==> config.mk <==
export PLATFORM = sky130hd
export DESIGN_NAME = halton_sequence_generator_unit
export DESIGN_NICKNAME = d
export VERILOG_FILES = /design/src/hw/rtl/hsg_pkg.sv /design/src/hw/rtl/halton_sequence_generator_unit.sv
export VERILOG_INCLUDE_DIRS = /design/src /design/src/hw/rtl
export SDC_FILE = /design/constraint.sdc
export NUM_CORES = 2
export LEC_CHECK = 0
export BUFFER_PORTS_ARGS = -buffer_cell sky130_fd_sc_hd__buf_2
export CAP_MARGIN = 20
export CORE_UTILIZATION = 45
export CTS_CLUSTER_DIAMETER = 120
export DETAILED_ROUTE_END_ITERATION = 7
export SETUP_SLACK_MARGIN = 0.15
export SYNTH_ARGS = -nofsm -noshare
export SYNTH_HDL_FRONTEND = slang
export SYNTH_SLANG_ARGS = --single-unit
==> constraint.sdc <==
create_clock -name i_clk -period 13.3 [get_ports i_clk]
set_clock_uncertainty 0.2 [all_clocks]
set_input_delay 3.99 -clock i_clk [delete_from_list [all_inputs] [get_ports i_clk]]
set_output_delay 3.99 -clock i_clk [all_outputs]
set_load 0.02 [all_outputs]
==> src/hw/rtl/halton_sequence_generator_unit_macros.svh <==
// assertion helpers for the halton sequence generator
`ifndef HALTON_SEQUENCE_GENERATOR_UNIT_MACROS_SVH
`define HALTON_SEQUENCE_GENERATOR_UNIT_MACROS_SVH

// same-cycle implication, checked outside reset
`define HSG_ASSERT_SAME(lbl, clk, rstn, ante, cons, msg) \
    lbl: assert property (@(posedge clk) disable iff (!(rstn)) (ante) |-> (cons)) \
        else $error(msg);

// next-cycle implication, checked outside reset
`define HSG_ASSERT_NEXT(lbl, clk, rstn, ante, cons, msg) \
    lbl: assert property (@(posedge clk) disable iff (!(rstn)) (ante) |=> (cons)) \
        else $error(msg);

`endif

==> src/hw/rtl/hsg_pkg.sv <==
package hsg_pkg;

    localparam int MAX_DIGITS_DEF  = 32;
    localparam int INDEX_BITS_DEF  = 32;
    localparam int PRIME_COUNT_DEF = 100;

    localparam int PRIME_ROM_SIZE  = 100;
    localparam int LAST_PRIME_POS  = 99;
    localparam int LARGEST_PRIME   = 541;
    localparam int DIGIT_BITS      = $clog2(LARGEST_PRIME + 1);
    localparam int BASE_IDX_BITS   = 7;
    localparam int FRAC_BITS       = 32;
    localparam int REG_DATA_BITS   = 32;
    localparam int REG_ADDR_BITS   = 3;

    // register map, one word per register
    localparam int REG_BASE_INDEX  = 0;

    // long division of 2^32 (then of each previous quotient) by the prime, one quotient bit per step
    localparam int DIV_STEPS       = FRAC_BITS + 1;
    localparam int DIV_CNT_BITS    = $clog2(DIV_STEPS);

    typedef logic [DIGIT_BITS-1:0] t_digit;

    typedef enum logic [4:0] {
        S_START  = 5'b00001,
        S_DIV    = 5'b00010,
        S_WSTORE = 5'b00100,
        S_IDLE   = 5'b01000,
        S_RIPPLE = 5'b10000
    } t_state;

    localparam t_digit PRIME_ROM [0:PRIME_ROM_SIZE-1] = '{
        10'd2,   10'd3,   10'd5,   10'd7,   10'd11,  10'd13,  10'd17,  10'd19,  10'd23,  10'd29,
        10'd31,  10'd37,  10'd41,  10'd43,  10'd47,  10'd53,  10'd59,  10'd61,  10'd67,  10'd71,
        10'd73,  10'd79,  10'd83,  10'd89,  10'd97,  10'd101, 10'd103, 10'd107, 10'd109, 10'd113,
        10'd127, 10'd131, 10'd137, 10'd139, 10'd149, 10'd151, 10'd157, 10'd163, 10'd167, 10'd173,
        10'd179, 10'd181, 10'd191, 10'd193, 10'd197, 10'd199, 10'd211, 10'd223, 10'd227, 10'd229,
        10'd233, 10'd239, 10'd241, 10'd251, 10'd257, 10'd263, 10'd269, 10'd271, 10'd277, 10'd281,
        10'd283, 10'd293, 10'd307, 10'd311, 10'd313, 10'd317, 10'd331, 10'd337, 10'd347, 10'd349,
        10'd353, 10'd359, 10'd367, 10'd373, 10'd379, 10'd383, 10'd389, 10'd397, 10'd401, 10'd409,
        10'd419, 10'd421, 10'd431, 10'd433, 10'd439, 10'd443, 10'd449, 10'd457, 10'd461, 10'd463,
        10'd467, 10'd479, 10'd487, 10'd491, 10'd499, 10'd503, 10'd509, 10'd521, 10'd523, 10'd541
    };

endpackage

==> src/hw/rtl/halton_sequence_generator_unit.sv <==
// One dimension of the Halton sequence: each input transaction advances a running index by one
// and, when its emit flag is set, first returns the radical inverse of the current index in the
// selected prime base as a Q0.32 fraction together with the index. The base-p digits live in a
// digit memory and the per-digit weights floor(2^32/p^(k+1)), with the matching (p-1)*weight
// correction, in a weight memory. A point is accepted, then digit 0 gets one read-modify-write,
// and the carry ripples through every trailing digit equal to p-1, each carried digit being one
// memory read; the item on which the index wraps clears digits and fraction with no ripple.
// Up to two results queue at the output. After reset and after every write of base_index the
// weights are rebuilt by a bit-serial divider, with s_axis tready low meanwhile. base_index
// values whose low 7 bits are at or above PRIME_COUNT select the last prime.
`include "halton_sequence_generator_unit_macros.svh"

module halton_sequence_generator_unit #(
    parameter int MAX_DIGITS  = hsg_pkg::MAX_DIGITS_DEF,
    parameter int INDEX_BITS  = hsg_pkg::INDEX_BITS_DEF,
    parameter int PRIME_COUNT = hsg_pkg::PRIME_COUNT_DEF
) (
    input  logic                              i_clk,
    input  logic                              i_rst_n,
    // input stream
    input  logic                              i_s_axis_tvalid,
    output logic                              o_s_axis_tready,
    input  logic [7:0]                        i_s_axis_tdata,   // [0] emit_value, rest zero
    // result stream
    output logic                              o_m_axis_tvalid,
    input  logic                              i_m_axis_tready,
    output logic [63:0]                       o_m_axis_tdata,   // [31:0] fraction, [63:32] point_index
    // configuration
    input  logic                              psel,
    input  logic                              penable,
    input  logic                              pwrite,
    input  logic [hsg_pkg::REG_ADDR_BITS-1:0] paddr,
    input  logic [hsg_pkg::REG_DATA_BITS-1:0] pwdata,
    output logic [hsg_pkg::REG_DATA_BITS-1:0] prdata,
    output logic                              pready
);

    localparam int AW = $clog2(MAX_DIGITS);
    localparam logic [AW-1:0] LAST_DIGIT = AW'(MAX_DIGITS - 1);
    localparam logic [hsg_pkg::BASE_IDX_BITS-1:0] BASE_LIMIT = 
        hsg_pkg::BASE_IDX_BITS'(PRIME_COUNT);
    localparam logic [hsg_pkg::BASE_IDX_BITS-1:0] BASE_TOP =
        hsg_pkg::BASE_IDX_BITS'(PRIME_COUNT - 1);
    localparam logic [hsg_pkg::DIV_CNT_BITS-1:0] DIV_LAST =
        hsg_pkg::DIV_CNT_BITS'(hsg_pkg::DIV_STEPS - 1);
    localparam int FB = hsg_pkg::FRAC_BITS;
    localparam int DB = hsg_pkg::DIGIT_BITS;

    hsg_pkg::t_state                  r_state, n_state;
    logic [hsg_pkg::BASE_IDX_BITS-1:0] r_base, n_base;
    logic [INDEX_BITS-1:0]            r_index, n_index;
    logic [FB-1:0]                    r_frac, n_frac;
    logic [MAX_DIGITS-1:0]            r_dvalid, n_dvalid;

    hsg_pkg::t_digit                  r_prime, n_prime;
    logic [FB:0]                      r_num, n_num;
    hsg_pkg::t_digit                  r_rem, n_rem;
    logic [hsg_pkg::DIV_CNT_BITS-1:0] r_dcnt, n_dcnt;
    logic [AW-1:0]                    r_k, n_k;
    logic [AW-1:0]                    r_j, n_j;

    // digit memory and weight memory ({(p-1)*weight, weight})
    hsg_pkg::t_digit                  r_dmem [MAX_DIGITS];
    logic [2*FB-1:0]                  r_wmem [MAX_DIGITS];
    hsg_pkg::t_digit                  r_drd;
    logic [2*FB-1:0]                  r_wrd;

    logic [63:0]                      r_q [2];
    logic [1:0]                       r_qcnt;

    logic                             w_cfg_wr;
    logic [hsg_pkg::BASE_IDX_BITS-1:0] w_wbase;
    logic                             w_in_acc;
    logic                             w_pop;
    logic                             w_push;
    logic                             w_dwe;
    logic                             w_wwe;
    logic [AW-1:0]                    w_raddr;
    logic [DB:0]                      w_trial;
    logic                             w_ge;
    logic [FB+DB-1:0]                 w_negfull;
    hsg_pkg::t_digit                  w_dcur;
    hsg_pkg::t_digit                  w_dinc;
    logic [63:0]                      w_idx_wide;
    logic [63:0]                      w_result;

    assign pready   = 1'b1;
    assign prdata   = {(hsg_pkg::REG_DATA_BITS - hsg_pkg::BASE_IDX_BITS)'(0), r_base};
    assign w_cfg_wr = psel && penable && pwrite && pready &&
                      (paddr[hsg_pkg::REG_ADDR_BITS-1] == 1'(hsg_pkg::REG_BASE_INDEX));
    assign w_wbase  = (pwdata[hsg_pkg::BASE_IDX_BITS-1:0] >= BASE_LIMIT) ? BASE_TOP
                    : pwdata[hsg_pkg::BASE_IDX_BITS-1:0];

    assign o_s_axis_tready = (r_state == hsg_pkg::S_IDLE) && (r_qcnt != 2'd2);
    assign w_in_acc        = i_s_axis_tvalid && o_s_axis_tready;
    assign o_m_axis_tvalid = (r_qcnt != 2'd0);
    assign o_m_axis_tdata  = r_q[0];
    assign w_pop           = o_m_axis_tvalid && i_m_axis_tready;

    assign w_idx_wide = 64'(r_index);
    assign w_result   = {w_idx_wide[31:0], r_frac};

    // restoring division step
    assign w_trial   = {r_rem, r_num[FB]};
    assign w_ge      = (w_trial >= {1'b0, r_prime});
    assign w_negfull = {{FB{1'b0}}, r_prime - DB'(1)} * {{DB{1'b0}}, r_num[FB-1:0]};

    assign w_dcur = r_dvalid[r_j] ? r_drd : '0;
    assign w_dinc = w_dcur + DB'(1);

    always_comb begin
        n_state  = r_state;
        n_base   = r_base;
        n_index  = r_index;
        n_frac   = r_frac;
        n_dvalid = r_dvalid;
        n_prime  = r_prime;
        n_num    = r_num;
        n_rem    = r_rem;
        n_dcnt   = r_dcnt;
        n_k      = r_k;
        n_j      = r_j;
        w_push   = 1'b0;
        w_dwe    = 1'b0;
        w_wwe    = 1'b0;
        w_raddr  = '0;
        unique case (r_state)
            hsg_pkg::S_START: begin
                n_prime = hsg_pkg::PRIME_ROM[r_base];
                n_num   = {1'b1, {FB{1'b0}}};
                n_rem   = '0;
                n_dcnt  = '0;
                n_k     = '0;
                n_state = hsg_pkg::S_DIV;
            end
            hsg_pkg::S_DIV: begin
                n_rem  = w_ge ? DB'(w_trial - {1'b0, r_prime}) : DB'(w_trial);
                n_num  = {r_num[FB-1:0], w_ge};
                n_dcnt = r_dcnt + 1'b1;
                if (r_dcnt == DIV_LAST) begin
                    n_state = hsg_pkg::S_WSTORE;
                end
            end
            hsg_pkg::S_WSTORE: begin
                w_wwe = 1'b1;
                if (r_k == LAST_DIGIT) begin
                    n_state = hsg_pkg::S_IDLE;
                end else begin
                    // next weight divides the previous quotient again
                    n_k     = r_k + 1'b1;
                    n_num   = {1'b0, r_num[FB-1:0]};
                    n_rem   = '0;
                    n_dcnt  = '0;
                    n_state = hsg_pkg::S_DIV;
                end
            end
            hsg_pkg::S_IDLE: begin
                if (w_in_acc) begin
                    w_push  = i_s_axis_tdata[0];
                    n_index = r_index + 1'b1;
                    if (n_index == '0) begin
                        n_dvalid = '0;
                        n_frac   = '0;
                    end else begin
                        n_j     = '0;
                        n_state = hsg_pkg::S_RIPPLE;
                    end
                end
            end
            hsg_pkg::S_RIPPLE: begin
                if (w_dinc < r_prime) begin
                    w_dwe           = 1'b1;
                    n_dvalid[r_j]   = 1'b1;
                    n_frac          = r_frac + r_wrd[FB-1:0];
                    n_state         = hsg_pkg::S_IDLE;
                end else begin
                    // digit rolls over to zero, carry into the next one
                    n_dvalid[r_j]   = 1'b0;
                    n_frac          = r_frac - r_wrd[2*FB-1:FB];
                    if (r_j == LAST_DIGIT) begin
                        n_state = hsg_pkg::S_IDLE;
                    end else begin
                        n_j     = r_j + 1'b1;
                        w_raddr = r_j + 1'b1;
                    end
                end
            end
            default: begin
                n_state = hsg_pkg::S_START;
            end
        endcase
        if (w_cfg_wr) begin
            n_base   = w_wbase;
            n_state  = hsg_pkg::S_START;
            n_index  = '0;
            n_frac   = '0;
            n_dvalid = '0;
        end
    end

    always_ff @(posedge i_clk) begin
        if (!i_rst_n) begin
            r_state  <= hsg_pkg::S_START;
            r_base   <= '0;
            r_index  <= '0;
            r_frac   <= '0;
            r_dvalid <= '0;
        end else begin
            r_state  <= n_state;
            r_base   <= n_base;
            r_index  <= n_index;
            r_frac   <= n_frac;
            r_dvalid <= n_dvalid;
        end
    end

    always_ff @(posedge i_clk) begin
        r_prime <= n_prime;
        r_num   <= n_num;
        r_rem   <= n_rem;
        r_dcnt  <= n_dcnt;
        r_k     <= n_k;
        r_j     <= n_j;
    end

    always_ff @(posedge i_clk) begin
        if (w_dwe) begin
            r_dmem[r_j] <= w_dinc;
        end
        r_drd <= r_dmem[w_raddr];
    end

    always_ff @(posedge i_clk) begin
        if (w_wwe) begin
            r_wmem[r_k] <= {w_negfull[FB-1:0], r_num[FB-1:0]};
        end
        r_wrd <= r_wmem[w_raddr];
    end

    // two-entry result queue, head in r_q[0]
    always_ff @(posedge i_clk) begin
        if (!i_rst_n) begin
            r_qcnt <= '0;
        end else begin
            r_qcnt <= r_qcnt + {1'b0, w_push} - {1'b0, w_pop};
        end
    end

    always_ff @(posedge i_clk) begin
        if (w_pop) begin
            r_q[0] <= (w_push && (r_qcnt == 2'd1)) ? w_result : r_q[1];
            if (w_push && (r_qcnt == 2'd2)) begin
                r_q[1] <= w_result;
            end
        end else if (w_push) begin
            if (r_qcnt == 2'd0) begin
                r_q[0] <= w_result;
            end else begin
                r_q[1] <= w_result;
            end
        end
    end

    `HSG_ASSERT_SAME(a_digit_below_base, i_clk, i_rst_n, (r_state == hsg_pkg::S_RIPPLE) && r_dvalid[r_j], r_drd < r_prime, "stored digit not below the base")
    `HSG_ASSERT_SAME(a_queue_bound, i_clk, i_rst_n, 1'b1, r_qcnt != 2'd3, "result queue overflow")
    `HSG_ASSERT_SAME(a_zero_index_zero_frac, i_clk, i_rst_n, r_index == '0, r_frac == '0, "fraction nonzero at index zero")
    `HSG_ASSERT_NEXT(a_push_counts, i_clk, i_rst_n, w_push && !w_pop, r_qcnt == $past(r_qcnt) + 2'd1, "queued result not counted")

endmodule
Yosys cells after proc, flatten, opt, wreduce, memory -nomap -nowiden. Memories as Yosys holds them, arrays and structs flattened. A register that Yosys moved wholly into a read port is not among the register bits. Index checks and enable logic that the tools add are counted. W data, S select, Z words.

Equality and inequality tests: 19. $add $sub $neg: 11. Multipliers: 1. Mux-type cells: 64. Reduce and logical (&&, ||, !) cells: 25. Bitwise operators: 9. $lt $le $gt $ge: 5.

Operators by type and width (number): $mux W64 (4); $mux W32 (4); $pmux W32 S2 (2); $pmux W33 S3 (1); $mux W5 (13); $reduce_or A64 Y1 (1); $mux W33 (1); $add A32 B1 Y32 const B (1); $add A32 B32 Y32 (1); $and A32 B32 Y32 (1); $logic_not A32 Y1 (1); $mul A10 B32 Y32 (1); $not A32 Y32 (1); $or A32 B32 Y32 (1); $sub A32 B32 Y32 (1); $mux W10 (3); $pmux W10 S3 (1); $mux W1 (26); $pmux W5 S5 (1); $pmux W5 S2 (2); $pmux W6 S3 (1); $eq A5 B5 Y1 const B (3); $ne A2 B2 Y1 const B (7); $ge A11 B10 Y1 (1); other kinds (37) (55).

Output and inout bits: 99. Register bits: 169. ROM bits: 1280. Memories kept: 4. Word-level logic and storage cells: 150. RAM bits: 2496.

Memories: r_wmem (depth 32, bits a word 64, read ports 1, clocked after memory_dff 1, write ports 1, RTL line halton_sequence_generator_unit.sv:64) `logic [2*FB-1:0] r_wmem [MAX_DIGITS];`; (no name shown) (depth 128, bits a word 10, read ports 1, clocked after memory_dff 1, write ports 0, RTL line halton_sequence_generator_unit.sv:129) `n_prime = hsg_pkg::PRIME_ROM[r_base];`; r_dmem (depth 32, bits a word 10, read ports 1, clocked after memory_dff 1, write ports 1, RTL line halton_sequence_generator_unit.sv:63) `hsg_pkg::t_digit r_dmem [MAX_DIGITS];`; r_q (depth 2, bits a word 64, read ports 2, clocked after memory_dff 0, write ports 1, RTL line halton_sequence_generator_unit.sv:68) `logic [63:0] r_q [2];`.

Logic depth before layout (Yosys ltp).
Depth after elaboration: 12. Mapped depth: 34. Mapped depth without buffers: 28.

Worst setup path after synthesis. Ideal clock, no wire load.

Path kind: input to register. Start: input i_s_axis_tvalid. End: memory r_q[1][36], in the netlist r_q[0][100] (enable). Stages on the path: 3. Data required time: 12.521 ns. Path slack: 3.575 ns. Library setup time: 0.579 ns. Arrival: 8.946 ns. Path buffers: 0. Cells stage by stage: and2_1 > nand2_1 > nor3b_1.

Cells in the longest elaborated chain, start to end: 10. Elaborated cells on any way between the ends: 18.

Ends and longest elaborated chain: start, declared (RTL line halton_sequence_generator_unit.sv:21) `input logic i_s_axis_tvalid,`; $logic_and A1 B1 Y1 * (RTL line halton_sequence_generator_unit.sv:95) `assign w_in_acc = i_s_axis_tvalid && o_s_axis_tready;`; $mux W1 * (RTL line halton_sequence_generator_unit.sv:158) `if (w_in_acc) begin`; $mux W1 * (RTL line halton_sequence_generator_unit.sv:127) `unique case (r_state)`; $logic_and A1 B1 Y1 (RTL line halton_sequence_generator_unit.sv:252) `if (w_push && (r_qcnt == 2'd2)) begin`; $mux W1 (RTL line halton_sequence_generator_unit.sv:252); $mux W1 (RTL line halton_sequence_generator_unit.sv:250) `if (w_pop) begin`; $mux W1 (not written as such) (RTL line halton_sequence_generator_unit.sv:253) `r_q[1] <= w_result;`; $or A1 B1 Y1 (no line); $reduce_or A64 Y1 (no line); $mux W1 (no line); end, declared (RTL line halton_sequence_generator_unit.sv:68).

Mark *: on every way between the ends. The rest lies on a longest branch, timed or not.

Final worst setup path.
Start: register r_j[2]. End: register r_frac[24].

Cells in the longest elaborated chain, start to end: 7.

Ends and longest elaborated chain: start, declared (RTL line halton_sequence_generator_unit.sv:60) `logic [AW-1:0] r_j, n_j;`; start signal, assigned (RTL line halton_sequence_generator_unit.sv:223) `r_j <= n_j;`; $bmux W1 S5 (RTL line halton_sequence_generator_unit.sv:108) `assign w_dcur = r_dvalid[r_j] ? r_drd : '0;`; $mux W1 (not written as such) (RTL line halton_sequence_generator_unit.sv:108); $mux W10 (RTL line halton_sequence_generator_unit.sv:108); $add A10 B1 Y10 (RTL line halton_sequence_generator_unit.sv:109) `assign w_dinc = w_dcur + DB'(1);`; via w_dinc[6] (RTL line halton_sequence_generator_unit.sv:83) `hsg_pkg::t_digit w_dinc;`; $lt A10 B10 Y1 (RTL line halton_sequence_generator_unit.sv:171) `if (w_dinc < r_prime) begin`; $mux W32 (RTL line halton_sequence_generator_unit.sv:171); $pmux W32 S2 (RTL line halton_sequence_generator_unit.sv:127); end signal, assigned (RTL line halton_sequence_generator_unit.sv:212) `r_frac <= n_frac;`; end, declared (RTL line halton_sequence_generator_unit.sv:52) `logic [FB-1:0] r_frac, n_frac;`.

The timed path passes the listed nets, and every way through them passes these cells. The select of a mux whose other input is x is not followed. A chain may end at the register's enable or synchronous reset.

==> impl_metrics.toml <==
[route]
vias = 76426
first_pass_iters = 6
wl_per_cell_um = 29.36
ant_nets = 0
drt_iter0_markers = 9930
viasPerCell = 6.228
wirelength_mm = 360.3
drc = 0

[timing]
worstMarginPinSlew_ps = 1243
slew_headroom_pct = 17.10
finalWorstSetupSlack_ps = 3547
report.final.slew_viol_count = 0
setup_tns_ps = 0
post-route-period-util_pct = 73.33
rsz0062_at_grt = "false"
setup_viol = 0
fin_crit_ps = 9753
max_freq_mhz = 102.5
holdWs_ps = 259.8
hold_viol_final = 0

[grt]
grt_remaining_overflow = 0
grt_max_degree = 157
antenna_found_initial = 9
grt_pass1_wl_mm = 515.9
grt_pass1_vias = 74333
track_usage_pct = 26.71

[logic_synthesis]
synthArstFlopShare_pct = 0
ys_warn_count = 0
synth.distinct_cells = 87
seq_area_frac_synth_pct = 68.06
ys_ff_latch = 2749
synth_edf_count = 2565
syn_inst = 8522
synth_area_um2 = 118600
synth_ff_type = "edfxtp_1"
post_synth.cell_area_avg_um2 = 13.92

[worst_setup_path]
cp.required_ps = 13940
endpoint_kind = "flop"
max_stage_delay_ps = 940
path_common_cell = "ha_1"
cp-start-kind = "flop"
critPathLaunch = "r_j[2]"
cp_max_fo = 65
crit_path_top_delay_cell = "edfxtp_1"
reg2reg_depth = 28
r2r_start = "r_j[2]"
cp_data_arrival_time_ps = 10390
worstSetupPathType = "reg -> reg"

[place]
dp_slack_ps = 3677
io_buffers = 88
hpwl_mm = 195.7
place_congestion = 0.8331
dp.cells = 11729

[clock_network]
cts_buffers = 306
cts_max_level = 5
clockBufferDepth = 4
clock-sinks = 2749
clockRootBuffer = "clkbuf_16"
clk_pin_slew_worst_paths_ps = 60
tritoncts = "done"
holdBufCountCts = 0
cts_resized = 0
cts_setup_buffers = 0
clk_latency_ps = 970

[flow_run]
maxCapViolCount = 0

[final_layout]
final_common_cell = "edfxtp_1"
drive_gt1_share_pct = 12.06
fin_cells = 12271
layout_common_cells = "edfxtp_1, nand2_1, o221ai_1, o21ai_0, clkbuf_16"
fin_util_pct = 50.85
syn_to_final_growth_pct = 12.47
fillerInstances = 21835
finalNetCount = 8908

[floorplanning]
die_x_um = 515.3
die_h_um = 515.3
core_area_um2 = 262300
dieArea_um2 = 265600
io_pins = 149
start_util_pct = 45.21
rows = 188

[min_path]
hold_class = "reg -> reg"
hp-start = "r_frac[0]"
hold_depth = 0

[power]
p_per_area_nw_per_um2 = 241.3
leakage_uw = 0.04604
irDropWorstVdd_v = 0.0007325

[outcome]
status = "completed"
-- worst max-delay path: cells and delay by family (launching register included) --
family / cells / cell delay [ps]
adders and majority gates: 3 / 1190
xor gates and xnor gates: 1 / 200
buffers and inverters: 4 / 1350
DFF: 1 / 940
and+or+nand+nor: 9 / 1780
AOI/OAI and AO/OA: 11 / 3850
-- layout make-up --
cell class                 count  area [um2]  area share [%]
sequential                  2749       80710           60.51
multi-input combinational   4806       34610           25.95
clock buffer                 406        8512           6.382
tap                         3515        4398           3.297
timing repair buffer         357        2701           2.025
clock inverter               125        1266          0.9494
inverter                     310        1171          0.8781
antenna                        3       7.507        0.005629
-- cells by family after synthesis --
logic type                 count (synthesis)  share of synthesized area, %
buffers and inverters                    991                         3.584
other                                      2                      0.006333
adders and majority gates                328                         4.727
muxes                                    332                         3.036
xor gates and xnor gates                 164                         1.211
AOI/OAI and AO/OA                       1753                         10.59
and+or+nand+nor                         2203                         8.790
DFF                                     2749                         68.06
-- metal layers --
| metal | vias up | GRT usage (%) | wire length, um | share of wire [%] |
|---|---|---|---|---|
| li1 | 32532 | - | - | - |
| met1 | 39127 | 36.42 | 143300 | 40 |
| met2 | 3989 | 42.80 | 168200 | 47 |
| met3 | 770 | 4.722 | 35210 | 9.8 |
| met4 | 8 | 9.836 | 13560 | 3.8 |
| met5 | - | 0 | 57 | 0.016 |
-- cells in the mapped netlist (125+ instances only) --
library cell | number | area (um2)
edfxtp_1 | 2565 | 77020
nor2_1 | 323 | 1212
mux2i_1 | 237 | 2372
a32oi_1 | 137 | 1200
nand2_1 | 845 | 3172
a21oi_1 | 200 | 1001
clkbuf_1 | 441 | 1655
fa_1 | 200 | 4004
nor3_1 | 176 | 880.8
dfxtp_1 | 184 | 3684
nor2b_1 | 150 | 938.4
nand3_1 | 254 | 1271
ha_1 | 128 | 1602
o221ai_1 | 339 | 2969
o22ai_1 | 136 | 850.8
o21ai_0 | 337 | 1687
and3_1 | 125 | 782.0
inv_1 | 307 | 1152
-- metrics by stage --
step / area (um2) / total power [uW]
floorplan: 118700 / 19040
global placement: 123400 / 23380
detailed placement: 123400 / 23720
CTS: 133200 / 31940
global route: 133400 / 33160
finish: 133400 / 32180
-- sequential cells by signal (all words and copies together) (netlist names), 10 cells and up --
signal / flops
r_dmem: 320
r_prime: 10
r_wmem: 2048
r_rem: 10
r_index: 32
r_dvalid: 32
r_wrd: 64
r_drd: 10
r_num: 33
r_frac: 32
r_q: 128
-- worst paths after layout --
| path | to | slack [ps] |
|---|---|---|
| worst max register to register | r_frac[24] | 3550 |
| worst max-delay path | r_frac[24] | 3550 |
| worst min-delay path | r_q[0][64] | 260 |
| worst min register to register | r_q[0][64] | 260 |
-- power by group --
part	switching, uW	leakage (uW)	total, uW	internal [uW]
Sequential	50.2	0.0246	14300	14300
Combinational	7440	0.0166	9550	2110
Clock	3370	0.00481	8300	4930
Note: power is estimated with default switching activity, not from simulation.
